[src/hw/rtl/wsdf_pkg.sv]
`timescale 1ns / 1ps
// ----------------------------------------------------------------------------
// wsdf_pkg
// Shared types and constants of the websocket frame deframer.
// ----------------------------------------------------------------------------
package wsdf_pkg;

    localparam int LENGTH_BITS = 32;
    localparam int MAXLEN_W    = 32;
    localparam int CMP_W       = (LENGTH_BITS > MAXLEN_W) ? LENGTH_BITS : MAXLEN_W;

    localparam logic [MAXLEN_W-1:0] MAXLEN_RESET = MAXLEN_W'(10 * 1024 * 1024);

    localparam logic [7:0] HDR_RSV_MASK = 8'h70;
    localparam logic [6:0] LEN7_EXT16   = 7'd126;
    localparam logic [6:0] LEN7_EXT64   = 7'd127;

    localparam logic [1:0] KIND_DATA  = 2'd0;
    localparam logic [1:0] KIND_EMPTY = 2'd1;
    localparam logic [1:0] KIND_ERROR = 2'd2;

    localparam logic [1:0] ERR_RSV      = 2'd0;
    localparam logic [1:0] ERR_CTRL_EXT = 2'd1;
    localparam logic [1:0] ERR_TOO_LONG = 2'd2;

    localparam int Q_DEPTH = 2;
    localparam int Q_PTR_W = (Q_DEPTH > 1) ? $clog2(Q_DEPTH) : 1;
    localparam int Q_CNT_W = $clog2(Q_DEPTH + 1);

    typedef enum logic [2:0] {
        CMD_HDR,
        CMD_KEY,
        CMD_DATA,
        CMD_EMPTY,
        CMD_ERROR
    } t_cmd;

    typedef struct packed {
        t_cmd        cmd;
        logic [7:0]  data;
        logic        masked;
        logic        last;
        logic [1:0]  err;
    } t_op;

endpackage

[src/hw/rtl/wsdf_front.sv]
`timescale 1ns / 1ps
// ----------------------------------------------------------------------------
// wsdf_front
// Header parser: walks the frame header, checks lengths and classifies
// header, key and payload bytes into operations for the back end.
// ----------------------------------------------------------------------------
module wsdf_front (
    input  logic                           i_clk,
    input  logic                           i_rst_n,
    input  logic                           i_cfg_we,
    input  logic [wsdf_pkg::MAXLEN_W-1:0]  i_cfg_wdata,
    input  logic                           i_valid,
    input  logic [7:0]                     i_byte,
    output logic                           o_ready,
    input  logic                           i_full,
    output logic                           o_push,
    output wsdf_pkg::t_op                  o_op
);
    import wsdf_pkg::*;

    typedef enum logic [6:0] {
        PH_HEADER = 7'b0000001,
        PH_LEN7   = 7'b0000010,
        PH_LEN16  = 7'b0000100,
        PH_LEN64  = 7'b0001000,
        PH_KEY    = 7'b0010000,
        PH_DATA   = 7'b0100000,
        PH_ERR    = 7'b1000000
    } t_phase;

    t_phase                 r_phase, n_phase;
    logic                   r_ctrl, n_ctrl;
    logic                   r_masked, n_masked;
    logic [LENGTH_BITS-1:0] r_shift, n_shift;
    logic                   r_ovf, n_ovf;
    logic [2:0]             r_cnt, n_cnt;
    logic [LENGTH_BITS-1:0] r_remain, n_remain;
    logic [MAXLEN_W-1:0]    r_max_len;

    logic                   accept;
    logic                   len_done;
    logic                   len_ovf;
    logic [LENGTH_BITS-1:0] len_cand;
    logic                   masked_now;
    logic                   push;
    t_op                    op;

    assign o_ready = !i_full;
    assign accept  = i_valid && !i_full;
    assign o_push  = push;
    assign o_op    = op;

    always_comb begin
        n_phase    = r_phase;
        n_ctrl     = r_ctrl;
        n_masked   = r_masked;
        n_shift    = r_shift;
        n_ovf      = r_ovf;
        n_cnt      = r_cnt;
        n_remain   = r_remain;
        push       = 1'b0;
        op.cmd     = CMD_HDR;
        op.data    = i_byte;
        op.masked  = r_masked;
        op.last    = 1'b0;
        op.err     = ERR_RSV;
        len_done   = 1'b0;
        len_ovf    = 1'b0;
        len_cand   = '0;
        masked_now = (r_phase == PH_LEN7) ? i_byte[7] : r_masked;
        if (accept) begin
            unique case (r_phase)
                PH_HEADER: begin
                    push = 1'b1;
                    if ((i_byte & HDR_RSV_MASK) != 8'h00) begin
                        op.cmd  = CMD_ERROR;
                        op.err  = ERR_RSV;
                        n_phase = PH_ERR;
                    end else begin
                        op.cmd  = CMD_HDR;
                        n_ctrl  = i_byte[3];
                        n_phase = PH_LEN7;
                    end
                end
                PH_LEN7: begin
                    n_masked = i_byte[7];
                    n_shift  = '0;
                    n_ovf    = 1'b0;
                    n_cnt    = '0;
                    if (r_ctrl && (i_byte[6:0] >= LEN7_EXT16)) begin
                        push    = 1'b1;
                        op.cmd  = CMD_ERROR;
                        op.err  = ERR_CTRL_EXT;
                        n_phase = PH_ERR;
                    end else if (i_byte[6:0] == LEN7_EXT16) begin
                        n_phase = PH_LEN16;
                    end else if (i_byte[6:0] == LEN7_EXT64) begin
                        n_phase = PH_LEN64;
                    end else begin
                        len_done = 1'b1;
                        len_cand = LENGTH_BITS'(i_byte[6:0]);
                    end
                end
                PH_LEN16, PH_LEN64: begin
                    len_cand = {r_shift[LENGTH_BITS-9:0], i_byte};
                    len_ovf  = r_ovf || (r_shift[LENGTH_BITS-1 -: 8] != 8'h00);
                    n_shift  = len_cand;
                    n_ovf    = len_ovf;
                    n_cnt    = r_cnt + 3'd1;
                    len_done = ((r_phase == PH_LEN16) && (r_cnt == 3'd1)) ||
                               ((r_phase == PH_LEN64) && (r_cnt == 3'd7));
                end
                PH_KEY: begin
                    push   = 1'b1;
                    op.cmd = CMD_KEY;
                    n_cnt  = r_cnt + 3'd1;
                    if (r_cnt == 3'd3) begin
                        n_cnt = '0;
                        if (r_remain == '0) begin
                            op.last = 1'b1;
                            n_phase = PH_HEADER;
                        end else begin
                            n_phase = PH_DATA;
                        end
                    end
                end
                PH_DATA: begin
                    push     = 1'b1;
                    op.cmd   = CMD_DATA;
                    n_remain = r_remain - LENGTH_BITS'(1);
                    op.last  = (r_remain == LENGTH_BITS'(1));
                    if (r_remain == LENGTH_BITS'(1)) begin
                        n_phase = PH_HEADER;
                    end
                end
                PH_ERR: begin
                    push = 1'b0;
                end
                default: begin
                    n_phase = PH_ERR;
                end
            endcase
            if (len_done) begin
                if (len_ovf || (CMP_W'(len_cand) > CMP_W'(r_max_len))) begin
                    push    = 1'b1;
                    op.cmd  = CMD_ERROR;
                    op.err  = ERR_TOO_LONG;
                    n_phase = PH_ERR;
                end else begin
                    n_remain = len_cand;
                    n_cnt    = '0;
                    if (masked_now) begin
                        n_phase = PH_KEY;
                    end else if (len_cand == '0) begin
                        push    = 1'b1;
                        op.cmd  = CMD_EMPTY;
                        op.last = 1'b1;
                        n_phase = PH_HEADER;
                    end else begin
                        n_phase = PH_DATA;
                    end
                end
            end
        end
    end

    always_ff @(posedge i_clk) begin
        if (!i_rst_n) begin
            r_phase   <= PH_HEADER;
            r_ctrl    <= 1'b0;
            r_masked  <= 1'b0;
            r_shift   <= '0;
            r_ovf     <= 1'b0;
            r_cnt     <= '0;
            r_remain  <= '0;
            r_max_len <= MAXLEN_RESET;
        end else begin
            r_phase  <= n_phase;
            r_ctrl   <= n_ctrl;
            r_masked <= n_masked;
            r_shift  <= n_shift;
            r_ovf    <= n_ovf;
            r_cnt    <= n_cnt;
            r_remain <= n_remain;
            if (i_cfg_we) begin
                r_max_len <= i_cfg_wdata;
            end
        end
    end

`ifndef SYNTH
    a_no_push_when_full: assert property (@(posedge i_clk) disable iff (!i_rst_n)
        !(push && i_full))
        else $error("push into a full queue");

    a_error_sticks: assert property (@(posedge i_clk) disable iff (!i_rst_n)
        (r_phase == PH_ERR) |=> (r_phase == PH_ERR))
        else $error("left the error phase without reset");

    a_error_enters_err: assert property (@(posedge i_clk) disable iff (!i_rst_n)
        (push && (op.cmd == CMD_ERROR)) |=> (r_phase == PH_ERR))
        else $error("error beat without entering the error phase");
`endif

endmodule

[src/hw/rtl/wsdf_queue.sv]
`timescale 1ns / 1ps
// ----------------------------------------------------------------------------
// wsdf_queue
// Short operation queue between the header parser and the back end.
// ----------------------------------------------------------------------------
module wsdf_queue (
    input  logic           i_clk,
    input  logic           i_rst_n,
    input  logic           i_push,
    input  wsdf_pkg::t_op  i_op,
    output logic           o_full,
    input  logic           i_pop,
    output logic           o_avail,
    output wsdf_pkg::t_op  o_op
);
    import wsdf_pkg::*;

    t_op                r_mem [Q_DEPTH];
    logic [Q_PTR_W-1:0] r_wr_ptr, n_wr_ptr;
    logic [Q_PTR_W-1:0] r_rd_ptr, n_rd_ptr;
    logic [Q_CNT_W-1:0] r_count, n_count;

    assign o_full  = (r_count == Q_CNT_W'(Q_DEPTH));
    assign o_avail = (r_count != '0);
    assign o_op    = r_mem[r_rd_ptr];

    always_comb begin
        n_wr_ptr = r_wr_ptr;
        n_rd_ptr = r_rd_ptr;
        n_count  = r_count;
        if (i_push) begin
            n_wr_ptr = (r_wr_ptr == Q_PTR_W'(Q_DEPTH - 1)) ? '0 : r_wr_ptr + Q_PTR_W'(1);
        end
        if (i_pop) begin
            n_rd_ptr = (r_rd_ptr == Q_PTR_W'(Q_DEPTH - 1)) ? '0 : r_rd_ptr + Q_PTR_W'(1);
        end
        if (i_push && !i_pop) begin
            n_count = r_count + Q_CNT_W'(1);
        end else if (i_pop && !i_push) begin
            n_count = r_count - Q_CNT_W'(1);
        end
    end

    always_ff @(posedge i_clk) begin
        if (!i_rst_n) begin
            r_wr_ptr <= '0;
            r_rd_ptr <= '0;
            r_count  <= '0;
        end else begin
            r_wr_ptr <= n_wr_ptr;
            r_rd_ptr <= n_rd_ptr;
            r_count  <= n_count;
        end
    end

    always_ff @(posedge i_clk) begin
        if (i_push) begin
            r_mem[r_wr_ptr] <= i_op;
        end
    end

endmodule

[src/hw/rtl/wsdf_back.sv]
`timescale 1ns / 1ps
// ----------------------------------------------------------------------------
// wsdf_back
// Back end: tracks frame flags and masking key, unmasks payload and holds
// the result register.
// ----------------------------------------------------------------------------
module wsdf_back (
    input  logic           i_clk,
    input  logic           i_rst_n,
    input  logic           i_avail,
    input  wsdf_pkg::t_op  i_op,
    output logic           o_pop,
    output logic           o_valid,
    input  logic           i_ready,
    output logic [1:0]     o_kind,
    output logic [7:0]     o_payload_byte,
    output logic [3:0]     o_frame_opcode,
    output logic           o_final_fragment,
    output logic           o_last_of_frame,
    output logic [1:0]     o_error_code
);
    import wsdf_pkg::*;

    logic [31:0] r_key;
    logic [1:0]  r_key_pos;
    logic [3:0]  r_opcode;
    logic        r_fin;
    logic        r_valid;
    logic [1:0]  r_kind;
    logic [7:0]  r_byte;
    logic [3:0]  r_out_opcode;
    logic        r_out_fin;
    logic        r_last;
    logic [1:0]  r_err;

    logic        makes_out;
    logic        pop;
    logic [1:0]  key_sel;
    logic [7:0]  key_byte;
    logic [7:0]  plain;

    always_comb begin
        unique case (i_op.cmd)
            CMD_DATA, CMD_EMPTY, CMD_ERROR: makes_out = 1'b1;
            CMD_KEY:                        makes_out = i_op.last;
            default:                        makes_out = 1'b0;
        endcase
    end

    assign pop      = i_avail && (!makes_out || !r_valid || i_ready);
    assign o_pop    = pop;
    assign key_sel  = 2'd3 - r_key_pos;
    assign key_byte = r_key[{key_sel, 3'b000} +: 8];
    assign plain    = i_op.masked ? (i_op.data ^ key_byte) : i_op.data;

    always_ff @(posedge i_clk) begin
        if (!i_rst_n) begin
            r_key     <= '0;
            r_key_pos <= '0;
            r_opcode  <= '0;
            r_fin     <= 1'b0;
            r_valid   <= 1'b0;
        end else begin
            if (pop && makes_out) begin
                r_valid <= 1'b1;
            end else if (i_ready) begin
                r_valid <= 1'b0;
            end
            if (pop) begin
                unique case (i_op.cmd)
                    CMD_HDR: begin
                        r_fin    <= i_op.data[7];
                        r_opcode <= i_op.data[3:0];
                    end
                    CMD_KEY: begin
                        r_key     <= {r_key[23:0], i_op.data};
                        r_key_pos <= '0;
                    end
                    CMD_DATA: begin
                        r_key_pos <= r_key_pos + 2'd1;
                    end
                    default: begin
                        r_key_pos <= r_key_pos;
                    end
                endcase
            end
        end
    end

    always_ff @(posedge i_clk) begin
        if (pop && makes_out) begin
            r_out_opcode <= r_opcode;
            r_out_fin    <= r_fin;
            r_byte       <= 8'h00;
            r_err        <= ERR_RSV;
            r_last       <= i_op.last;
            unique case (i_op.cmd)
                CMD_DATA: begin
                    r_kind <= KIND_DATA;
                    r_byte <= plain;
                end
                CMD_ERROR: begin
                    r_kind       <= KIND_ERROR;
                    r_err        <= i_op.err;
                    r_last       <= 1'b0;
                    r_out_opcode <= 4'h0;
                    r_out_fin    <= 1'b0;
                end
                default: begin
                    r_kind <= KIND_EMPTY;
                    r_last <= 1'b1;
                end
            endcase
        end
    end

    assign o_valid          = r_valid;
    assign o_kind           = r_kind;
    assign o_payload_byte   = r_byte;
    assign o_frame_opcode   = r_out_opcode;
    assign o_final_fragment = r_out_fin;
    assign o_last_of_frame  = r_last;
    assign o_error_code     = r_err;

endmodule

[src/hw/rtl/websocket_frame_deframer_unit.sv]
`timescale 1ns / 1ps
// ----------------------------------------------------------------------------
// websocket_frame_deframer_unit
// Receive-side websocket frame parser, one stream byte per beat.
// ----------------------------------------------------------------------------
// rx channel: i_rx_valid / o_rx_ready carry one stream byte per beat.
// res channel: o_res_valid / i_res_ready carry one result per beat: a
//   payload byte (unmasked, last flagged), an empty-frame marker or an error.
// cfg: i_cfg_we writes the payload length limit, reset value 10 MiB.
// path: parser operation -> two-deep queue -> registered result.
// throughput: one byte per cycle while i_res_ready is high, set by the parser
//   state register and the single-entry pop of the two-deep operation queue.
// header, length and key bytes give at most an empty marker or error result;
//   after an error every further byte is accepted and dropped until reset.
// reset: synchronous, active low; parser returns to header, queue and
//   result register empty, limit back to its default.
// stall: while i_res_ready is low the result holds, the queue fills and
//   o_rx_ready drops once it is full; nothing is lost.
// ----------------------------------------------------------------------------
module websocket_frame_deframer_unit (
    input  logic                           i_clk,
    input  logic                           i_rst_n,
    input  logic                           i_cfg_we,
    input  logic [wsdf_pkg::MAXLEN_W-1:0]  i_cfg_wdata,
    input  logic                           i_rx_valid,
    output logic                           o_rx_ready,
    input  logic [7:0]                     i_rx_byte,
    output logic                           o_res_valid,
    input  logic                           i_res_ready,
    output logic [1:0]                     o_kind,
    output logic [7:0]                     o_payload_byte,
    output logic [3:0]                     o_frame_opcode,
    output logic                           o_final_fragment,
    output logic                           o_last_of_frame,
    output logic [1:0]                     o_error_code
);
    import wsdf_pkg::*;

    logic full;
    logic push;
    t_op  push_op;
    logic pop;
    logic avail;
    t_op  head_op;

    wsdf_front u_front (
        .i_clk       (i_clk),
        .i_rst_n     (i_rst_n),
        .i_cfg_we    (i_cfg_we),
        .i_cfg_wdata (i_cfg_wdata),
        .i_valid     (i_rx_valid),
        .i_byte      (i_rx_byte),
        .o_ready     (o_rx_ready),
        .i_full      (full),
        .o_push      (push),
        .o_op        (push_op)
    );

    wsdf_queue u_queue (
        .i_clk   (i_clk),
        .i_rst_n (i_rst_n),
        .i_push  (push),
        .i_op    (push_op),
        .o_full  (full),
        .i_pop   (pop),
        .o_avail (avail),
        .o_op    (head_op)
    );

    wsdf_back u_back (
        .i_clk            (i_clk),
        .i_rst_n          (i_rst_n),
        .i_avail          (avail),
        .i_op             (head_op),
        .o_pop            (pop),
        .o_valid          (o_res_valid),
        .i_ready          (i_res_ready),
        .o_kind           (o_kind),
        .o_payload_byte   (o_payload_byte),
        .o_frame_opcode   (o_frame_opcode),
        .o_final_fragment (o_final_fragment),
        .o_last_of_frame  (o_last_of_frame),
        .o_error_code     (o_error_code)
    );

endmodule
[config.mk]
export PLATFORM = sky130hd
export DESIGN_NAME = websocket_frame_deframer_unit
export DESIGN_NICKNAME = d
export VERILOG_FILES = /design/src/hw/rtl/wsdf_pkg.sv /design/src/hw/rtl/wsdf_front.sv /design/src/hw/rtl/wsdf_queue.sv /design/src/hw/rtl/wsdf_back.sv /design/src/hw/rtl/websocket_frame_deframer_unit.sv
export SDC_FILE = /design/constraint.sdc
export NUM_CORES = 1
export LEC_CHECK = 0
export BUFFER_PORTS_ARGS = -buffer_cell sky130_fd_sc_hd__buf_2
export CAP_MARGIN = 25
export CORE_UTILIZATION = 45
export CTS_CLUSTER_DIAMETER = 200
export CTS_CLUSTER_SIZE = 30
export DETAILED_ROUTE_END_ITERATION = 7
export HOLD_SLACK_MARGIN = 0.12
export SYNTH_ARGS = -nofsm -noshare
export SYNTH_HDL_FRONTEND = slang
export SYNTH_HIERARCHICAL = 1
export SYNTH_SLANG_ARGS = --single-unit
[constraint.sdc]
create_clock -name i_clk -period 5.3 [get_ports i_clk]
set_input_delay 1.59 -clock i_clk [delete_from_list [all_inputs] [get_ports i_clk]]
set_output_delay 1.59 -clock i_clk [all_outputs]
set_load 0.005 [all_outputs]
==> results.ini <==
[sta]
hold_viol = 0
final.period_utilization_pct = 90.7
relSlewSlack_pct = 33.5
totalNegativeSetupSlack_ns = 0
tightestPinTransition_ns = 0.985
fmax_mhz = 208
min_period_ns = 4.81
slew_viol_final = 0
clock_skew_ns = 0.0310
setup_viol = 0
grt_setup_unrepaired = no
holdWs_ns = 0.469

[logic_synthesis]
yosysUniqueCellTypes = 84
async_flop_share_pct = 0
synthCells = 1099
syn_avg_cell_area_um2 = 9.49
synth_area_mm2 = 0.0104
yosys_warnings = 6
synthTopCellsByArea = dfxtp_1 (30%), edfxtp_1 (14%), mux2i_1 (6.9%)
ys_ff_latch = 202
syn_nets = 1184
synth_edf_count = 48
yosysTopAreaCellShare_pct = 29.6
yosys_most_used_dff = dfxtp_1
seq_area_frac_synth_pct = 43.4
yosysTopAreaCell = dfxtp_1

[cts]
cts.htree.levels = 1
cts.sinks = 202
cts.reportedPaths.clkPinSlew_ns = 0.13
clk_latency_ns = 0.48
holdBufCountCts = 0
cts_buffers = 10
clockRootBuffer = clkbuf_16
cts_tree = built
postCtsSetupBuffers = 0
clk_path_buf_depth = 3
cts_resized = 0

[global_route]
first_global_vias = 7461
grtUsageMet2_pct = 34.9
grt_pass1_wl_mm = 40.6
overflow = 0
grt.met1_usage_pct = 29.3
grt_max_degree = 71
use_met3_pct = 2.44
grt_busiest_layer = met2
antenna_found_initial = 0
grt_usage_pct = 21.3

[critical_path]
critical_path_arrival_ns = 5.21
crit_chain = or4_1 -> nor3_2 -> buf_4 -> and2_1 -> ha_1 -> a21oi_1 -> o21ai_0 -> a221oi_1 -> a22oi_1 -> or2_2 -> nor4b_1 -> nor2_1 -> ha_1 -> or3_1 -> a21boi_1
critPathLaunchType = flop
max_stage_delay_ns = 0.60
endpoint_kind = flop
slowest_stage = or4_1
cp.required_ns = 5.71
criticalPathCategory = flop to flop
cp_max_fo = 31
crit_path_frequent_cell = ha_1

[cells_and_area]
diodes = 0
layout-area-overhead-vs-synth_pct = 7.81
final_cells = 1416
fin_nets = 1213
drive_gt1_share_pct = 13.9
design_area_mm2 = 0.0112

[route]
first_iter_violations = 535
ant_nets = 0
via_count = 8075
drt-wirelength-per-cell_um = 17.8
firstDrtPassIters = 5
via_per_inst = 5.70
drc = 0
finalWirelength_mm = 25.2

[floorplanning]
core_mm2 = 0.0227
die-width_um = 154
die_h_um = 154
row_count = 55
initial_core_util_pct = 45.9
dieArea_mm2 = 0.0238
ioPinCount = 65

[hold_path]
hp-class = flop to flop

[job]
cap_viol_max_count = 0

[power]
p_per_area_mw_per_mm2 = 319
peakVddDrop_mv = 0.238
p_leak_uw = 0.00454

[run_status]
status = finished clean

[placement]
gp_congestion = 0.834
dp.cells = 1401
hpwl_mm = 17.8
dpl_cell_area_mm2 = 0.0110
portBuffers = 64

## worst paths after layout
kind | to | cells past startpoint | slack, ns | from
min reg2reg | u_front/r_shift[27] | 2 | 0.47 | u_front/r_shift[27]
max reg2reg | u_queue/r_count[1] | 15 | 0.49 | u_front/r_phase[5]
min | u_front/r_shift[27] | 2 | 0.47 | u_front/r_shift[27]
max | u_queue/r_count[1] | 15 | 0.49 | u_front/r_phase[5]
## kinds of logic after synthesis
logic type	synth area share, %
buffers and inverters	5.46
flip-flops	43.4
AND/OR/NAND/NOR	21.5
adder cells (fa/ha/maj)	4.80
AO/OA/AOI/OAI	13.3
multiplexers	10.3
XOR/XNOR	1.34
## cells in the mapped netlist (4+ instances only)
cell type and instances:
buf_4 14, nand2_1 68, xor2_1 13, o211ai_1 8
a211o_1 4, buf_1 4, a31o_2 4, a22oi_1 34
clkbuf_1 43, o31a_1 7, nor2b_1 49, nand3_1 34
nor3_1 35, buf_6 6, nand4_1 14, o21ai_0 21
o221a_2 4, a211oi_1 9, mux2_2 15, mux2i_1 72
or4_1 5, a21oi_1 33, inv_1 47, buf_2 8
and2_1 40, o221ai_1 5, nand2b_1 6, dfxtp_1 154
a31oi_1 8, mux4_2 8, or3_1 10, nor4_1 18
edfxtp_1 48, nor2_1 126, a221oi_1 4, ha_1 40
## registers in the layout (all words and copies together) (netlist names), 2 cells and up, named ones only
signal and cells:
u_back/o_error_code 2, u_front/r_phase 7, u_back/o_payload_byte 8, u_queue/r_mem 30, u_back/r_opcode 4, u_back/o_kind 2, u_front/r_remain 32, u_back/o_frame_opcode 4
u_front/r_max_len 32, u_front/r_shift 32, u_back/r_key_pos 2, u_front/r_cnt 3, u_back/r_key 32, u_queue/r_count 2
## worst max-delay path: cells and delay by family, from the launching register on
| family | cells | cell delay [ns] |
|---|---|---|
| flip-flops | 1 | 0.40 |
| AND/OR/NAND/NOR | 7 | 2.26 |
| AO/OA/AOI/OAI | 5 | 1.10 |
| adder cells (fa/ha/maj) | 2 | 0.65 |
| buffers and inverters | 1 | 0.31 |
## per-layer routing
metal | up-vias | share of wire (%)
met3 | 40 | 5.1
met1 | 3825 | 46
met4 | 0 | 2.8
li1 | 4006 | -
met5 | - | 0
met2 | 204 | 46
## placed cells by master, fill, tap and decap left out, types with 4 or more instances in the layout
cell | Yosys | routed
a211o_1 | 4 | 4
o21ai_0 | 21 | 21
nor3_2 | 3 | 5
a211oi_1 | 9 | 9
buf_2 | 8 | 64
nor2_1 | 126 | 126
nand2b_1 | 6 | 6
ha_1 | 40 | 40
o211ai_1 | 8 | 8
nand3_1 | 34 | 34
a221oi_1 | 4 | 4
xor2_1 | 13 | 13
mux2i_1 | 72 | 72
o221a_2 | 4 | 4
a21oi_1 | 33 | 33
mux2_2 | 15 | 15
nand2_1 | 68 | 68
nand4_1 | 14 | 14
nor3_1 | 35 | 33
nor2b_1 | 49 | 48
o31a_1 | 7 | 7
a31oi_1 | 8 | 8
nor4_1 | 18 | 18
clkbuf_16 | 0 | 11
or3_1 | 10 | 10
a22oi_1 | 34 | 34
inv_1 | 47 | 47
or4_1 | 5 | 5
o221ai_1 | 5 | 5
buf_4 | 14 | 28
mux4_2 | 8 | 8
a31o_2 | 4 | 4
and2_1 | 40 | 40
edfxtp_1 | 48 | 48
dfxtp_1 | 154 | 154
## power by group
group / switching (µW) / internal [µW] / leakage (µW)
sequential: 88.4 / 1750 / 0.00170
clock: 491 / 387 / 0.000144
combinational: 523 / 348 / 0.00270
total: 1100 / 2480 / 0.00454
## layout make-up
type,count,area (µm²)
clock buffer,14,287
clock inverter,1,8.76
fill,2155,11500
inverter,48,180
multi-input combinational,774,5360
sequential,202,4520
tap,285,357
timing repair buffer,92,531
## stage by stage
step | utilization, % | power (µW) | worst slack [ns]
after floorplan | - | 2510 | 0.0256
after global placement | 48.2 | 2740 | 0.159
after detailed placement | 48.2 | 2750 | 0.0785
after CTS | 49.5 | 3630 | 0.561
after global routing | 49.5 | 3790 | 0.195
final | 49.5 | 3590 | 0.494
Note: power is estimated with default switching activity, not from simulation.
